### config.mk
export PLATFORM = sky130hd
export DESIGN_NAME = date_day_difference
export DESIGN_NICKNAME = d
export VERILOG_FILES = /design/src/rtl/core/ddd_pkg.sv /design/src/rtl/core/date_day_difference.sv /design/src/rtl/core/ddd_date_unit.sv
export SDC_FILE = /design/constraint.sdc
export NUM_CORES = 1
export LEC_CHECK = 0
export ABC_AREA = 1
export BUFFER_PORTS_ARGS = -buffer_cell sky130_fd_sc_hd__buf_2
export CORE_UTILIZATION = 55
export CTS_CLUSTER_SIZE = 25
export DETAILED_ROUTE_END_ITERATION = 8
export GPL_ROUTABILITY_DRIVEN = 1
export GPL_TIMING_DRIVEN = 0
export PLACE_DENSITY = 0.75
export SYNTH_ARGS = -nofsm -noshare
export SYNTH_HDL_FRONTEND = slang
export SYNTH_HIERARCHICAL = 1
export SYNTH_SLANG_ARGS = --single-unit
### constraint.sdc
create_clock -name aclk -period 32.5 [get_ports aclk]
set_input_delay 3.25 -clock aclk [delete_from_list [all_inputs] [get_ports aclk]]
set_output_delay 3.25 -clock aclk [all_outputs]
set_load 0.02 [all_outputs]
### src/rtl/core/ddd_pkg.sv
// Shared types, constants and calendar tables for the date difference block.
package ddd_pkg;

    // Field widths
    localparam int DAY_W    = 5;
    localparam int MONTH_W  = 4;
    localparam int YEAR_W   = 12;
    localparam int DNUM_W   = 20;
    localparam int STATUS_W = 2;

    // Valid year range and calendar constants
    localparam logic [YEAR_W-1:0]  YEAR_MIN      = 12'd1583;
    localparam logic [YEAR_W-1:0]  YEAR_MAX      = 12'd2399;
    localparam logic [MONTH_W-1:0] MONTH_FIRST   = 4'd1;
    localparam logic [MONTH_W-1:0] MONTH_FEB     = 4'd2;
    localparam logic [MONTH_W-1:0] MONTH_LAST    = 4'd12;
    localparam logic [DAY_W-1:0]   FEB_LEAP_DAYS = 5'd29;

    // x / 100 == (x * 5243) >> 19 for every 12-bit x
    localparam int             DIV100_SHIFT = 19;
    localparam logic [12:0]    DIV100_MUL   = 13'd5243;
    localparam int             PROD_W       = YEAR_W + 13;

    // Status codes
    localparam logic [STATUS_W-1:0] STATUS_OK         = 2'd0;
    localparam logic [STATUS_W-1:0] STATUS_FIRST_BAD  = 2'd1;
    localparam logic [STATUS_W-1:0] STATUS_SECOND_BAD = 2'd2;

    typedef struct packed {
        logic [DAY_W-1:0]   first_day;
        logic [MONTH_W-1:0] first_month;
        logic [YEAR_W-1:0]  first_year;
        logic [DAY_W-1:0]   second_day;
        logic [MONTH_W-1:0] second_month;
        logic [YEAR_W-1:0]  second_year;
    } in_word_t;

    typedef struct packed {
        logic [STATUS_W-1:0]      status;
        logic signed [DNUM_W-1:0] day_difference;
        logic                     first_earlier;
        logic                     same_date;
    } out_word_t;

    // Days in a month of a common year; 0 for month codes that mean nothing
    function automatic logic [DAY_W-1:0] month_len(input logic [MONTH_W-1:0] m);
        logic [DAY_W-1:0] len;
        case (m)
            4'd1, 4'd3, 4'd5, 4'd7, 4'd8, 4'd10, 4'd12: len = 5'd31;
            4'd4, 4'd6, 4'd9, 4'd11:                    len = 5'd30;
            4'd2:                                       len = 5'd28;
            default:                                    len = 5'd0;
        endcase
        return len;
    endfunction

    // Days in a common year before the first of the month
    function automatic logic [8:0] days_before(input logic [MONTH_W-1:0] m);
        logic [8:0] n;
        case (m)
            4'd1:    n = 9'd0;
            4'd2:    n = 9'd31;
            4'd3:    n = 9'd59;
            4'd4:    n = 9'd90;
            4'd5:    n = 9'd120;
            4'd6:    n = 9'd151;
            4'd7:    n = 9'd181;
            4'd8:    n = 9'd212;
            4'd9:    n = 9'd243;
            4'd10:   n = 9'd273;
            4'd11:   n = 9'd304;
            4'd12:   n = 9'd334;
            default: n = 9'd0;
        endcase
        return n;
    endfunction

endpackage

### src/rtl/core/date_day_difference.sv
// Top level: date validation and signed day difference between two dates.
//
//   channel | ports                      | direction | word
//   --------+----------------------------+-----------+-----------
//   input   | s_valid, s_ready, s_word   | in        | in_word_t
//   result  | m_valid, m_ready, m_word   | out       | out_word_t
//
// One word per cycle while m_ready does not stall the result stage; a word
// passes through the input register, then the result register, from which
// m_word is driven.
// Both dates are converted in parallel between the two registers.
// Reset (aresetn low, synchronous) empties both stages.
// A stall on m_ready backs up one stage at a time; s_ready stays high while
// the input stage is empty or moving forward.
module date_day_difference
    import ddd_pkg::*;
(
    input  logic      aclk,
    input  logic      aresetn,
    input  logic      s_valid,
    output logic      s_ready,
    input  in_word_t  s_word,
    output logic      m_valid,
    input  logic      m_ready,
    output out_word_t m_word
);

    logic      in_valid_reg, in_valid_next;
    in_word_t  in_word_reg;
    logic      out_valid_reg, out_valid_next;
    out_word_t out_word_reg, out_word_next;
    logic      out_ready;

    logic              first_ok, second_ok;
    logic [DNUM_W-1:0] first_num, second_num;

    // Handshake between stages
    assign out_ready = !out_valid_reg || m_ready;
    assign s_ready   = !in_valid_reg || out_ready;
    assign m_valid   = out_valid_reg;
    assign m_word    = out_word_reg;

    ddd_date_unit u_first (
        .day     (in_word_reg.first_day),
        .month   (in_word_reg.first_month),
        .year    (in_word_reg.first_year),
        .date_ok (first_ok),
        .day_num (first_num)
    );

    ddd_date_unit u_second (
        .day     (in_word_reg.second_day),
        .month   (in_word_reg.second_month),
        .year    (in_word_reg.second_year),
        .date_ok (second_ok),
        .day_num (second_num)
    );

    // Result word
    always_comb begin
        out_word_next = '0;
        if (!first_ok) begin
            out_word_next.status = STATUS_FIRST_BAD;
        end else if (!second_ok) begin
            out_word_next.status = STATUS_SECOND_BAD;
        end else begin
            out_word_next.status         = STATUS_OK;
            out_word_next.day_difference = second_num - first_num;
            out_word_next.first_earlier  = first_num < second_num;
            out_word_next.same_date      = first_num == second_num;
        end
    end

    // Stage valid flags
    always_comb begin
        in_valid_next  = in_valid_reg;
        out_valid_next = out_valid_reg;
        if (s_ready) begin
            in_valid_next = s_valid;
        end
        if (out_ready) begin
            out_valid_next = in_valid_reg;
        end
    end

    always_ff @(posedge aclk) begin
        if (!aresetn) begin
            in_valid_reg  <= 1'b0;
            out_valid_reg <= 1'b0;
        end else begin
            in_valid_reg  <= in_valid_next;
            out_valid_reg <= out_valid_next;
        end
    end

    // Payload registers
    always_ff @(posedge aclk) begin
        if (s_ready && s_valid) begin
            in_word_reg <= s_word;
        end
        if (out_ready && in_valid_reg) begin
            out_word_reg <= out_word_next;
        end
    end

endmodule

### src/rtl/core/ddd_date_unit.sv
// Checks one calendar date and converts it to a running day number.
module ddd_date_unit
    import ddd_pkg::*;
(
    input  logic [DAY_W-1:0]   day,
    input  logic [MONTH_W-1:0] month,
    input  logic [YEAR_W-1:0]  year,
    output logic               date_ok,
    output logic [DNUM_W-1:0]  day_num
);

    logic [PROD_W-1:0] y_prod;
    logic [5:0]        y_div100;
    logic [PROD_W-1:0] y_rem_full;
    logic [6:0]        y_rem100;
    logic              leap;
    logic [DAY_W-1:0]  last_day;
    logic [YEAR_W-1:0] p;
    logic [PROD_W-1:0] p_prod;
    logic [5:0]        p_div100;
    logic [DNUM_W:0]   n_sum;

    // Leap year: divisible by 4 and not by 100, or divisible by 400
    assign y_prod     = PROD_W'(year) * PROD_W'(DIV100_MUL);
    assign y_div100   = y_prod[DIV100_SHIFT +: 6];
    assign y_rem_full = PROD_W'(year) - PROD_W'(y_div100) * PROD_W'(100);
    assign y_rem100   = y_rem_full[6:0];
    assign leap       = ((year[1:0] == 2'd0) && (y_rem100 != 7'd0))
                     || ((y_rem100 == 7'd0) && (y_div100[1:0] == 2'd0));

    // Range check of the date
    always_comb begin
        last_day = month_len(month);
        if (month == MONTH_FEB && leap) begin
            last_day = FEB_LEAP_DAYS;
        end
        date_ok = (month inside {[MONTH_FIRST:MONTH_LAST]})
               && (year inside {[YEAR_MIN:YEAR_MAX]})
               && (day != '0) && (day <= last_day);
    end

    // Day number: whole years before this one, then months and days
    assign p        = year - YEAR_W'(1);
    assign p_prod   = PROD_W'(p) * PROD_W'(DIV100_MUL);
    assign p_div100 = p_prod[DIV100_SHIFT +: 6];
    assign n_sum    = (DNUM_W+1)'(p) * (DNUM_W+1)'(365)
                    + (DNUM_W+1)'(p[YEAR_W-1:2])
                    - (DNUM_W+1)'(p_div100)
                    + (DNUM_W+1)'(p_div100[5:2])
                    + (DNUM_W+1)'(days_before(month))
                    + (DNUM_W+1)'(day)
                    + (DNUM_W+1)'((month > MONTH_FEB) && leap);
    assign day_num  = n_sum[DNUM_W-1:0];

endmodule

==> results.sh <==
export IMPL_crit_path_frequent_cell="sky130_fd_sc_hd__nand2_1"
export IMPL_r2r_start="in_word_reg[21]"
export IMPL_hold_violations=0
export IMPL_hold_path_startpoint="in_valid_reg"
export IMPL_synth_nets=3835
export IMPL_antenna_cells=0
export IMPL_synthDistinctLibCells=54
export IMPL_dieWidth_um=212
export IMPL_synth_seq_cells=68
export IMPL_m1_gr_usage_pct=36.2
export IMPL_cts_setup_buffers=0
export IMPL_synth_edff_count=66
export IMPL_max_cap_violations=0
export IMPL_seq_area_frac_synth_pct=8.30
export IMPL_port_buffer_count=71
export IMPL_cp_arrival_ns=12.68
export IMPL_worst_endpoint_required_ns=32.64
export IMPL_globalRoute_totalOverflow=0
export IMPL_netlist_instances=2908
export IMPL_core_region_area_um2=43400
export IMPL_initial_antenna_violation_count=0
export IMPL_routed_wl_um=57800
export IMPL_timing_max_slew_rel_slack_pct=16.3
export IMPL_cts_resized=0
export IMPL_critPathLaunchType="flop"
export IMPL_clock_tree_htree_level_count=3
export IMPL_mean_syn_cell_area_um2=8.38
export IMPL_die_area_um2=45100
export IMPL_yosysWarningCount=6
export IMPL_gpl_final_weighted_congestion=0.967
export IMPL_final_hpwl_dp_um=51800
export IMPL_rows=76
export IMPL_report_final_slew_viol_count=0
export IMPL_grtUsageMet2_pct=45.5
export IMPL_start_util_pct=56.2
export IMPL_setup_worst_path_end_class="flop"
export IMPL_clk_insertion_delay_late_ns=0.39
export IMPL_cts_root_buf="sky130_fd_sc_hd__clkbuf_16"
export IMPL_drc=0
export IMPL_vias_per_cell=5.24
export IMPL_design_portCount=72
export IMPL_worst_slew_pin_slew_ns=1.25
export IMPL_global_route_peak_usage_layer="met2"
export IMPL_setup_total_negative_slack_ns=0
export IMPL_unrepaired_setup_endpoints_after_global_routing="no"
export IMPL_fin_crit_sh_pct=38.6
export IMPL_largest_register_ff_count=42
export IMPL_cts_hold_repair_buffers=0
export IMPL_run_status="finished, final reports clean"
export IMPL_highest_net_fanout_along_the_worst_path=10
export IMPL_final_net_count=3919
export IMPL_sink_count_of_the_clock_tree=68
export IMPL_setup_worst_path_start="in_word_reg[21]"
export IMPL_wire_length_per_cell_um=16.1
export IMPL_crit_type="flop to flop"
export IMPL_share_of_flip_flops_with_an_asynchronous_set_or_reset_after_synthesis_pct=0
export IMPL_vias_in_the_first_global_route=19500
export IMPL_area_growth_pct=5.89
export IMPL_detail_route_iter0_violations=1097
export IMPL_drtAntennaViolNets=0
export IMPL_netlist_area_um2=24400
export IMPL_first_pass_grt_wire_length_um=96100
export IMPL_worstHoldPathType="flop to flop"
export IMPL_final_critical_period_ns=12.55
export IMPL_yosys_most_used_dff="sky130_fd_sc_hd__edfxtp_1"
export IMPL_groute_usage_overall_pct=27.4
export IMPL_timing_final_setup_violations=0
export IMPL_finalClockSkew_ns=0.0217
export IMPL_count_leader_synth="sky130_fd_sc_hd__inv_1"
export IMPL_synth_area_top_cells="sky130_fd_sc_hd__ha_1, sky130_fd_sc_hd__fa_1, sky130_fd_sc_hd__inv_1"
export IMPL_cp_slowest_stage_delay_ns=0.96
export IMPL_grt_use_met3_pct=4.64
export IMPL_tritoncts_num_buffers=9
export IMPL_post_route_cells_drive_above_1_share_pct=5.57
export IMPL_cts_buffer_depth=2
export IMPL_tritoncts="yes"
export IMPL_synth_largest_area_cell="sky130_fd_sc_hd__ha_1"
export IMPL_maximum_number_of_pins_on_one_net_before_global_route_repair=27
export IMPL_die_height_um=212
export IMPL_detailedRoute_firstPassIterationCount=5
export IMPL_detailroute_via_count=18800
export IMPL_synthTopCellsByCount="sky130_fd_sc_hd__inv_1, sky130_fd_sc_hd__ha_1, sky130_fd_sc_hd__nand2_1"
export IMPL_synth_top_cell_area_share_pct=28.3
export IMPL_clk_pin_slew_ns=0.06
export IMPL_worst_path_max_delay_cell="sky130_fd_sc_hd__xor2_1"
export IMPL_clock_fmax_mhz=79.7
[placed cells by master (no fill, tap or decap), types with 3 or more instances in the layout]
| cell | n |
|---|---|
| sky130_fd_sc_hd__o31ai_1 | 5 |
| sky130_fd_sc_hd__inv_1 | 793 |
| sky130_fd_sc_hd__o21bai_1 | 15 |
| sky130_fd_sc_hd__nor2_1 | 144 |
| sky130_fd_sc_hd__a21oi_1 | 160 |
| sky130_fd_sc_hd__o21ai_1 | 15 |
| sky130_fd_sc_hd__or2_2 | 6 |
| sky130_fd_sc_hd__clkbuf_16 | 9 |
| sky130_fd_sc_hd__nand2_2 | 16 |
| sky130_fd_sc_hd__fa_1 | 331 |
| sky130_fd_sc_hd__nor3_1 | 18 |
| sky130_fd_sc_hd__nor3_2 | 4 |
| sky130_fd_sc_hd__buf_2 | 71 |
| sky130_fd_sc_hd__nand2_1 | 421 |
| sky130_fd_sc_hd__nand4_1 | 24 |
| sky130_fd_sc_hd__nor4_2 | 3 |
| sky130_fd_sc_hd__nand3b_1 | 5 |
| sky130_fd_sc_hd__nand3_1 | 77 |
| sky130_fd_sc_hd__o21ai_0 | 65 |
| sky130_fd_sc_hd__xor2_1 | 60 |
| sky130_fd_sc_hd__a21o_1 | 17 |
| sky130_fd_sc_hd__edfxtp_1 | 66 |
| sky130_fd_sc_hd__nand3_2 | 5 |
| sky130_fd_sc_hd__nor2_2 | 10 |
| sky130_fd_sc_hd__a31oi_1 | 7 |
| sky130_fd_sc_hd__ha_1 | 550 |
| sky130_fd_sc_hd__inv_2 | 18 |
| sky130_fd_sc_hd__o221ai_1 | 3 |
| sky130_fd_sc_hd__o21a_1 | 3 |
| sky130_fd_sc_hd__a211oi_1 | 3 |
| sky130_fd_sc_hd__o211ai_1 | 3 |
| sky130_fd_sc_hd__xnor2_1 | 27 |
[layer usage]
metal / routed length, um / vias to the layer above
met3: 3260 / 100
met5: 0 / -
met4: 1660 / 0
li1: - / 9223
met1: 25900 / 8929
met2: 27000 / 530
[logic make-up after synthesis]
group	count (synthesis)	synth area share, %
fa+ha+maj	881	55.5
buf+inv	815	12.6
simple gates	743	13.2
compound gates	312	7.23
xor+xnor	89	3.26
flops	68	8.30
[stage by stage]
| stage | util (%) | std cells | hold slack [ns] | setup slack [ns] | instance area (um^2) |
|---|---|---|---|---|---|
| global placement | 58.7 | 3564 | 0.455 | 20.02 | 25400 |
| detailed placement | 58.8 | 3566 | 0.503 | 20.03 | 25500 |
| floorplan | - | 2908 | 0.447 | 21.92 | 24400 |
| finish | 59.5 | 3582 | 0.515 | 19.95 | 25800 |
| CTS | 59.5 | 3582 | 0.520 | 19.97 | 25800 |
| global route | 59.5 | 3582 | 0.542 | 19.19 | 25800 |
[worst paths after layout]
| path | depth (start not counted) | slack [ns] | end |
|---|---|---|---|
| max | 52 | 19.95 | m_word[1] |
| min | 2 | 0.51 | m_valid |
| max reg2reg | 52 | 19.95 | m_word[1] |
| min reg2reg | 2 | 0.51 | m_valid |
[worst max-delay path, delay by kind of cell (launching register included)]
kind | cells | cell delay [ns]
flip-flops | 1 | 0.83
XOR/XNOR | 2 | 1.15
AND/OR/NAND/NOR | 21 | 2.25
adder cells (fa/ha/maj) | 14 | 6.25
AO/OA/AOI/OAI | 3 | 0.63
buffers and inverters | 12 | 1.15
[area by class of cell]
type	instances	area, um^2
Buffer	3	15.0
Multi-Input combinational cell	2025	19300
Inverter	812	3050
Sequential cell	68	2020
Fill cell	3876	17600
Clock inverter	7	83.8
Timing Repair Buffer	73	390
Clock buffer	9	225
Tap cell	585	732
Power is not shown: default switching activity piles up to over one toggle a cycle in this logic, so the estimate is an artifact.
